==> src/rtl/svcf_pkg.sv <==
package svcf_pkg;

    // Largest layer count honored; larger counts act as this.
    localparam int LAYER_MAX = 8;

    // Current layer, two's complement; -1 means no layer yet.
    typedef logic signed [3:0] layer_t;

    localparam layer_t LAYER_NONE = layer_t'(-1);
    localparam layer_t LAYER_ZERO = layer_t'(0);

    typedef enum logic [1:0] {
        REG_SPATIAL_COUNT   = 2'd0,
        REG_TEMPORAL_COUNT  = 2'd1,
        REG_TARGET_SPATIAL  = 2'd2,
        REG_TARGET_TEMPORAL = 2'd3
    } reg_index_t;

    typedef struct packed {
        logic [3:0] spatial_count;
        logic [3:0] temporal_count;
        logic [2:0] target_spatial;
        logic [2:0] target_temporal;
    } cfg_t;

    typedef struct packed {
        logic [2:0] spatial;
        logic [2:0] temporal;
        logic       key_frame;
        logic       end_of_frame;
    } pkt_t;

    typedef struct packed {
        logic   forward;
        logic   set_marker;
        layer_t new_spatial;
        layer_t new_temporal;
    } verdict_t;

    localparam logic [4:0] LAYER_MAX_W = 5'(LAYER_MAX);

    function automatic logic [4:0] clamp_count(input logic [3:0] cnt);
        logic [4:0] wide;
        wide = {1'b0, cnt};
        return (wide > LAYER_MAX_W) ? LAYER_MAX_W : wide;
    endfunction

endpackage

==> src/rtl/svcf_decide.sv <==
module svcf_decide
    import svcf_pkg::*;
(
    input  cfg_t     cfg,
    input  pkt_t     pkt,
    input  layer_t   cur_spatial,
    input  layer_t   cur_temporal,
    output verdict_t verdict
);

    layer_t tgt_s;
    layer_t tgt_t;
    layer_t ps;
    layer_t pt;
    layer_t s_mid;
    layer_t t_mid;
    layer_t t_fin;
    logic   too_high;
    logic   fwd;

    assign tgt_s = layer_t'({1'b0, cfg.target_spatial});
    assign tgt_t = layer_t'({1'b0, cfg.target_temporal});
    assign ps    = layer_t'({1'b0, pkt.spatial});
    assign pt    = layer_t'({1'b0, pkt.temporal});

    assign too_high = ({2'b00, pkt.spatial}  >= clamp_count(cfg.spatial_count)) ||
                      ({2'b00, pkt.temporal} >= clamp_count(cfg.temporal_count));

    // spatial step; a move restarts the temporal layer
    always_comb begin
        s_mid = cur_spatial;
        t_mid = cur_temporal;
        if (tgt_s > cur_spatial) begin
            if (pkt.key_frame) begin
                s_mid = tgt_s;
                t_mid = LAYER_ZERO;
            end
        end else if (tgt_s < cur_spatial) begin
            if (ps == tgt_s && pkt.end_of_frame) begin
                s_mid = tgt_s;
                t_mid = LAYER_ZERO;
            end
        end
    end

    // temporal step, judged against the layer before the spatial step
    always_comb begin
        t_fin = t_mid;
        if (tgt_t > cur_temporal) begin
            if (pt > cur_temporal) begin
                t_fin = pt;
            end
        end else if (tgt_t < cur_temporal) begin
            if (pt == tgt_t && pkt.end_of_frame) begin
                t_fin = pt;
            end
        end
    end

    assign fwd = !too_high && !(ps > s_mid) && !(pt > t_fin);

    assign verdict.forward      = fwd;
    assign verdict.set_marker   = fwd && (ps == s_mid) && pkt.end_of_frame;
    assign verdict.new_spatial  = s_mid;
    assign verdict.new_temporal = t_fin;

endmodule

==> src/rtl/svc_layer_packet_filter_core.sv <==
// Layer filter for scalable video packets.
// Input channel (s_*): one packet descriptor per beat - spatial layer,
// temporal layer, key-frame and end-of-frame flags.
// Result channel (m_*): one beat per input beat, in order - forward (keep or
// drop) and set_marker (force the RTP marker bit; low on a drop).
// Config channel (cfg_*): index 0 spatial count, 1 temporal count,
// 2 target spatial, 3 target temporal; always ready, write only while idle.
// Path: input register, then result register. Throughput: one beat per
// cycle while m_ready is high. The current-layer registers are read and
// updated in the same cycle an item moves from the input register to the
// result register, so the next item always sees the updated layers.
// Stall: with m_ready low the result holds; the input register still takes
// one more beat if it is empty, then s_ready drops until the result is taken.
// Reset (aresetn low, synchronous): both stages empty, counts 1, targets 0,
// current layers -1 (no layer yet).
module svc_layer_packet_filter_core
    import svcf_pkg::*;
(
    input  logic       aclk,
    input  logic       aresetn,

    input  logic       cfg_valid,
    output logic       cfg_ready,
    input  logic [1:0] cfg_index,
    input  logic [3:0] cfg_data,

    input  logic       s_valid,
    output logic       s_ready,
    input  logic [2:0] s_pkt_spatial,
    input  logic [2:0] s_pkt_temporal,
    input  logic       s_key_frame,
    input  logic       s_end_of_frame,

    output logic       m_valid,
    input  logic       m_ready,
    output logic       m_forward,
    output logic       m_set_marker
);

    cfg_t     cfg_reg;
    logic     in_valid_reg;
    pkt_t     in_pkt_reg;
    logic     out_valid_reg;
    logic     out_forward_reg;
    logic     out_marker_reg;
    layer_t   cur_spatial_reg;
    layer_t   cur_temporal_reg;
    layer_t   cur_spatial_next;
    layer_t   cur_temporal_next;
    verdict_t verdict;
    logic     advance;

    svcf_decide u_decide (
        .cfg          (cfg_reg),
        .pkt          (in_pkt_reg),
        .cur_spatial  (cur_spatial_reg),
        .cur_temporal (cur_temporal_reg),
        .verdict      (verdict)
    );

    // input register moves on when the result register is free or drains
    assign advance   = in_valid_reg && (!out_valid_reg || m_ready);
    assign s_ready   = !in_valid_reg || advance;
    assign cfg_ready = 1'b1;

    // layers stick only for forwarded packets
    assign cur_spatial_next  = verdict.forward ? verdict.new_spatial  : cur_spatial_reg;
    assign cur_temporal_next = verdict.forward ? verdict.new_temporal : cur_temporal_reg;

    always_ff @(posedge aclk) begin
        if (!aresetn) begin
            cfg_reg.spatial_count   <= 4'd1;
            cfg_reg.temporal_count  <= 4'd1;
            cfg_reg.target_spatial  <= 3'd0;
            cfg_reg.target_temporal <= 3'd0;
            in_valid_reg            <= 1'b0;
            out_valid_reg           <= 1'b0;
            cur_spatial_reg         <= LAYER_NONE;
            cur_temporal_reg        <= LAYER_NONE;
        end else begin
            if (cfg_valid && cfg_ready) begin
                unique case (reg_index_t'(cfg_index))
                    REG_SPATIAL_COUNT:   cfg_reg.spatial_count   <= cfg_data;
                    REG_TEMPORAL_COUNT:  cfg_reg.temporal_count  <= cfg_data;
                    REG_TARGET_SPATIAL:  cfg_reg.target_spatial  <= cfg_data[2:0];
                    REG_TARGET_TEMPORAL: cfg_reg.target_temporal <= cfg_data[2:0];
                    default: ;
                endcase
            end

            if (s_ready) begin
                in_valid_reg <= s_valid;
            end

            if (advance) begin
                out_valid_reg    <= 1'b1;
                cur_spatial_reg  <= cur_spatial_next;
                cur_temporal_reg <= cur_temporal_next;
            end else if (m_ready) begin
                out_valid_reg <= 1'b0;
            end
        end
    end

    // payload registers, no reset
    always_ff @(posedge aclk) begin
        if (s_valid && s_ready) begin
            in_pkt_reg.spatial      <= s_pkt_spatial;
            in_pkt_reg.temporal     <= s_pkt_temporal;
            in_pkt_reg.key_frame    <= s_key_frame;
            in_pkt_reg.end_of_frame <= s_end_of_frame;
        end
        if (advance) begin
            out_forward_reg <= verdict.forward;
            out_marker_reg  <= verdict.set_marker;
        end
    end

    assign m_valid      = out_valid_reg;
    assign m_forward    = out_forward_reg;
    assign m_set_marker = out_marker_reg;

endmodule

==> config.mk <==
export PLATFORM = sky130hd
export DESIGN_NAME = svc_layer_packet_filter_core
export DESIGN_NICKNAME = d
export VERILOG_FILES = /design/src/rtl/svcf_pkg.sv /design/src/rtl/svcf_decide.sv /design/src/rtl/svc_layer_packet_filter_core.sv
export SDC_FILE = /design/constraint.sdc
export NUM_CORES = 1
export LEC_CHECK = 0
export BUFFER_PORTS_ARGS = -buffer_cell sky130_fd_sc_hd__buf_2
export CORE_UTILIZATION = 57
export CTS_CLUSTER_DIAMETER = 200
export DETAILED_ROUTE_END_ITERATION = 10
export HOLD_SLACK_MARGIN = 0.15
export PLACE_DENSITY = 0.79
export SLEW_MARGIN = 10
export SYNTH_ARGS = -nofsm -noshare
export SYNTH_HDL_FRONTEND = slang
export SYNTH_SLANG_ARGS = --single-unit
==> constraint.sdc <==
create_clock -name aclk -period 9.9 [get_ports aclk]
set_input_delay 1.98 -clock aclk [delete_from_list [all_inputs] [get_ports aclk]]
set_output_delay 1.98 -clock aclk [all_outputs]
set_load 0.02 [all_outputs]
==> flow_metrics.py <==
metrics = {
    "job": {
        "drv_cap": 0,
    },
    "clock_network": {
        "cts_max_path_buffers": 2,
        "postCtsSetupRepairBufs": 0,
        "cts_resized": 0,
        "clk_latency_ps": 340,
        "cts_tree": "done",
        "clkSinkCount": 34,
        "clk_pin_slew_ps": 90,
        "ctsHtreeMaxLevel": 2,
        "cts_buffers": 5,
        "ctsHoldBuffers": 0,
        "cts-root-buf": "clkbuf_4",
    },
    "critical_path": {
        "endpoint_kind": "output port",
        "cp.required_ps": 7920,
        "crit_arrival_ps": 2560,
        "start_kind": "input pin",
        "cp_max_fo": 4,
        "path_class": "input pin to output port",
    },
    "cells_and_area": {
        "area_growth_pct": 10.4,
        "area.sequential_um2": 781,
        "multi_input_area_mm2": 0.00108,
        "nNetsFinal": 245,
        "num_antenna_cells": 0,
        "drive_above_1_share_pct": 20.4,
        "final_core_util_pct": 67.9,
        "largest_reg_flops": 14,
        "fillers": 248,
    },
    "logic_synthesis": {
        "synth_common_cells": "dfxtp_1 (24), ha_1 (21), nor2_1 (19)",
        "ys_ff_latch": 34,
        "synth.largest_area_cell": "dfxtp_1",
        "ys_warn_count": 0,
        "syn_inst": 179,
        "syn_nets": 219,
        "synth_edf_count": 10,
        "synth_top_area_share_pct": 25.0,
        "async_flop_share_pct": 0,
        "syn_area_mm2": 0.00192,
        "synth_area_leaders": "dfxtp_1 (25%), edfxtp_1 (16%), ha_1 (14%)",
        "syn_avg_cell_area_um2": 10.8,
        "yosysMostFrequentCell": "dfxtp_1",
        "yosysUniqueCellTypes": 46,
        "synth_top_flop_cell": "dfxtp_1",
        "synth.yosys.seq_area_share_pct": 40.6,
    },
    "timing": {
        "min_period_ps": 4540,
        "finalClockSkew_ps": 8.05,
        "finalSetupViolCount": 0,
        "tns_ps": 0,
        "fmax_mhz": 220,
        "rsz0062_at_grt": "false",
        "min_period_over_period_pct": 45.9,
        "tightest_slew_ps": 708,
        "report.final.slew_viol_count": 0,
        "hold_viol": 0,
        "slew_headroom_pct": 52.7,
    },
    "place": {
        "io_buffer_count": 22,
        "gp_congestion": 0.857,
        "hpwlAfterDp_mm": 2.96,
    },
    "floorplanning": {
        "io_pins": 24,
        "initial_core_util_pct": 61.5,
        "core_area_mm2": 0.00313,
        "die_y_um": 60.1,
        "rows": 20,
        "die_w_um": 60.1,
        "dieArea_mm2": 0.00361,
    },
    "global_route": {
        "overflow": 0,
        "gr-max-usage-layer": "met2",
        "grt_pass1_vias": 1388,
        "grt_max_degree": 21,
        "grt_use_met1_pct": 27.0,
        "use_met2_pct": 41.0,
        "grt_use_met3_pct": 6.06,
        "grt_pass1_wl_mm": 6.16,
        "antenna_found_initial": 0,
        "grtUsageTotal_pct": 23.8,
    },
    "route": {
        "drt_iter0_drc": 87,
        "ant_nets": 0,
        "route.detailed.drc": 0,
        "wl_per_cell_um": 15.1,
        "dr.pass1.iters": 6,
        "vias": 1428,
        "wl_mm": 3.77,
        "viasPerCell": 5.71,
    },
    "min_path": {
        "hp-class": "flop to flop",
    },
    "power": {
        "power.leakage_nw": 0.964,
        "p_per_area_mw_per_mm2": 125,
        "peakVddDrop_mv": 0.130,
    },
    "status": {
        "outcome": "complete, no violations",
    },
}
[layer usage]
layer | routed length (um) | vias to the layer above
met5 | 0 | -
met4 | 90 | 0
met3 | 122 | 10
met2 | 1950 | 31
met1 | 1610 | 685
li1 | - | 702
[final cells by class]
type                       instances  share of cell area, %
multi-input combinational        130                   51.0
clock buffer                       6                   1.94
sequential                        34                   36.7
tap                               44                   2.59
timing repair buffer              22                   5.18
inverter                          12                   2.12
clock inverter                     2                  0.412
[kinds of logic (layout without fill, tap and decap cells)]
kind of cell | count (synthesis) | in the layout | share of synthesized area (%)
multiplexers | 19 | 19 | 9.95
buffers and inverters | 15 | 42 | 3.12
adder cells (fa/ha/maj) | 21 | 21 | 13.7
AND/OR/NAND/NOR | 56 | 56 | 16.6
AO/OA/AOI/OAI | 27 | 27 | 13.1
flip-flops | 34 | 34 | 40.6
other | 1 | 1 | 0.195
XOR/XNOR | 6 | 6 | 2.73
[path summary, 6_finish.rpt]
path	from	to	slack, ps	cells past startpoint
worst max-delay path	m_ready	s_ready	5360	4
worst min-delay path	cfg_reg[6]$_SDFFE_PN1P_	cfg_reg[6]$_SDFFE_PN1P_	480	2
worst max register to register	cur_spatial_reg[2]$_SDFFE_PN1P_	cur_temporal_reg[2]$_SDFFE_PN1P_	5820	13
worst min register to register	cfg_reg[6]$_SDFFE_PN1P_	cfg_reg[6]$_SDFFE_PN1P_	480	2
[stage by stage]
step | hold slack [ps] | setup slack [ps] | power, mW | cell area (um2) | cells
finish | 479 | 5360 | 0.266 | 2120 | 250
global route | 499 | 5280 | 0.278 | 2120 | 250
CTS | 482 | 5370 | 0.267 | 2120 | 250
detailed placement | 459 | 5370 | 0.197 | 2070 | 242
global placement | 454 | 5420 | 0.195 | 2070 | 242
floorplan | 432 | 5590 | 0.185 | 1920 | 179
[layout by cell type, fill, tap and decap left out, types with 2 or more instances in the layout]
master / synthesis / routed
a221o_1: 3 / 3
xnor2_1: 6 / 6
nand2b_1: 5 / 5
dfxtp_1: 24 / 24
clkbuf_4: 0 / 5
edfxtp_1: 10 / 10
nor2_1: 19 / 19
nand3_1: 4 / 4
a21oi_1: 3 / 3
a22oi_1: 2 / 2
nand2_1: 7 / 7
o21ai_0: 3 / 3
nand3b_1: 4 / 4
nand4_1: 3 / 3
ha_1: 21 / 21
o31a_2: 2 / 2
inv_1: 12 / 12
mux2i_1: 18 / 18
buf_2: 0 / 22
nor2b_1: 4 / 4
[power breakdown]
| group | total (mW) | internal, mW | leakage (nW) | switching (mW) |
|---|---|---|---|---|
| Sequential | 0.154 | 0.149 | 0.294 | 0.00509 |
| Combinational | 0.0406 | 0.0191 | 0.641 | 0.0216 |
| Clock | 0.0713 | 0.0266 | 0.0297 | 0.0446 |
[critical path, stage by stage]
cell	delay (ps)
buf_2	100
nor2b_1	210
nand2_1	110
buf_2	170
Note: power is estimated with default switching activity, not from simulation.
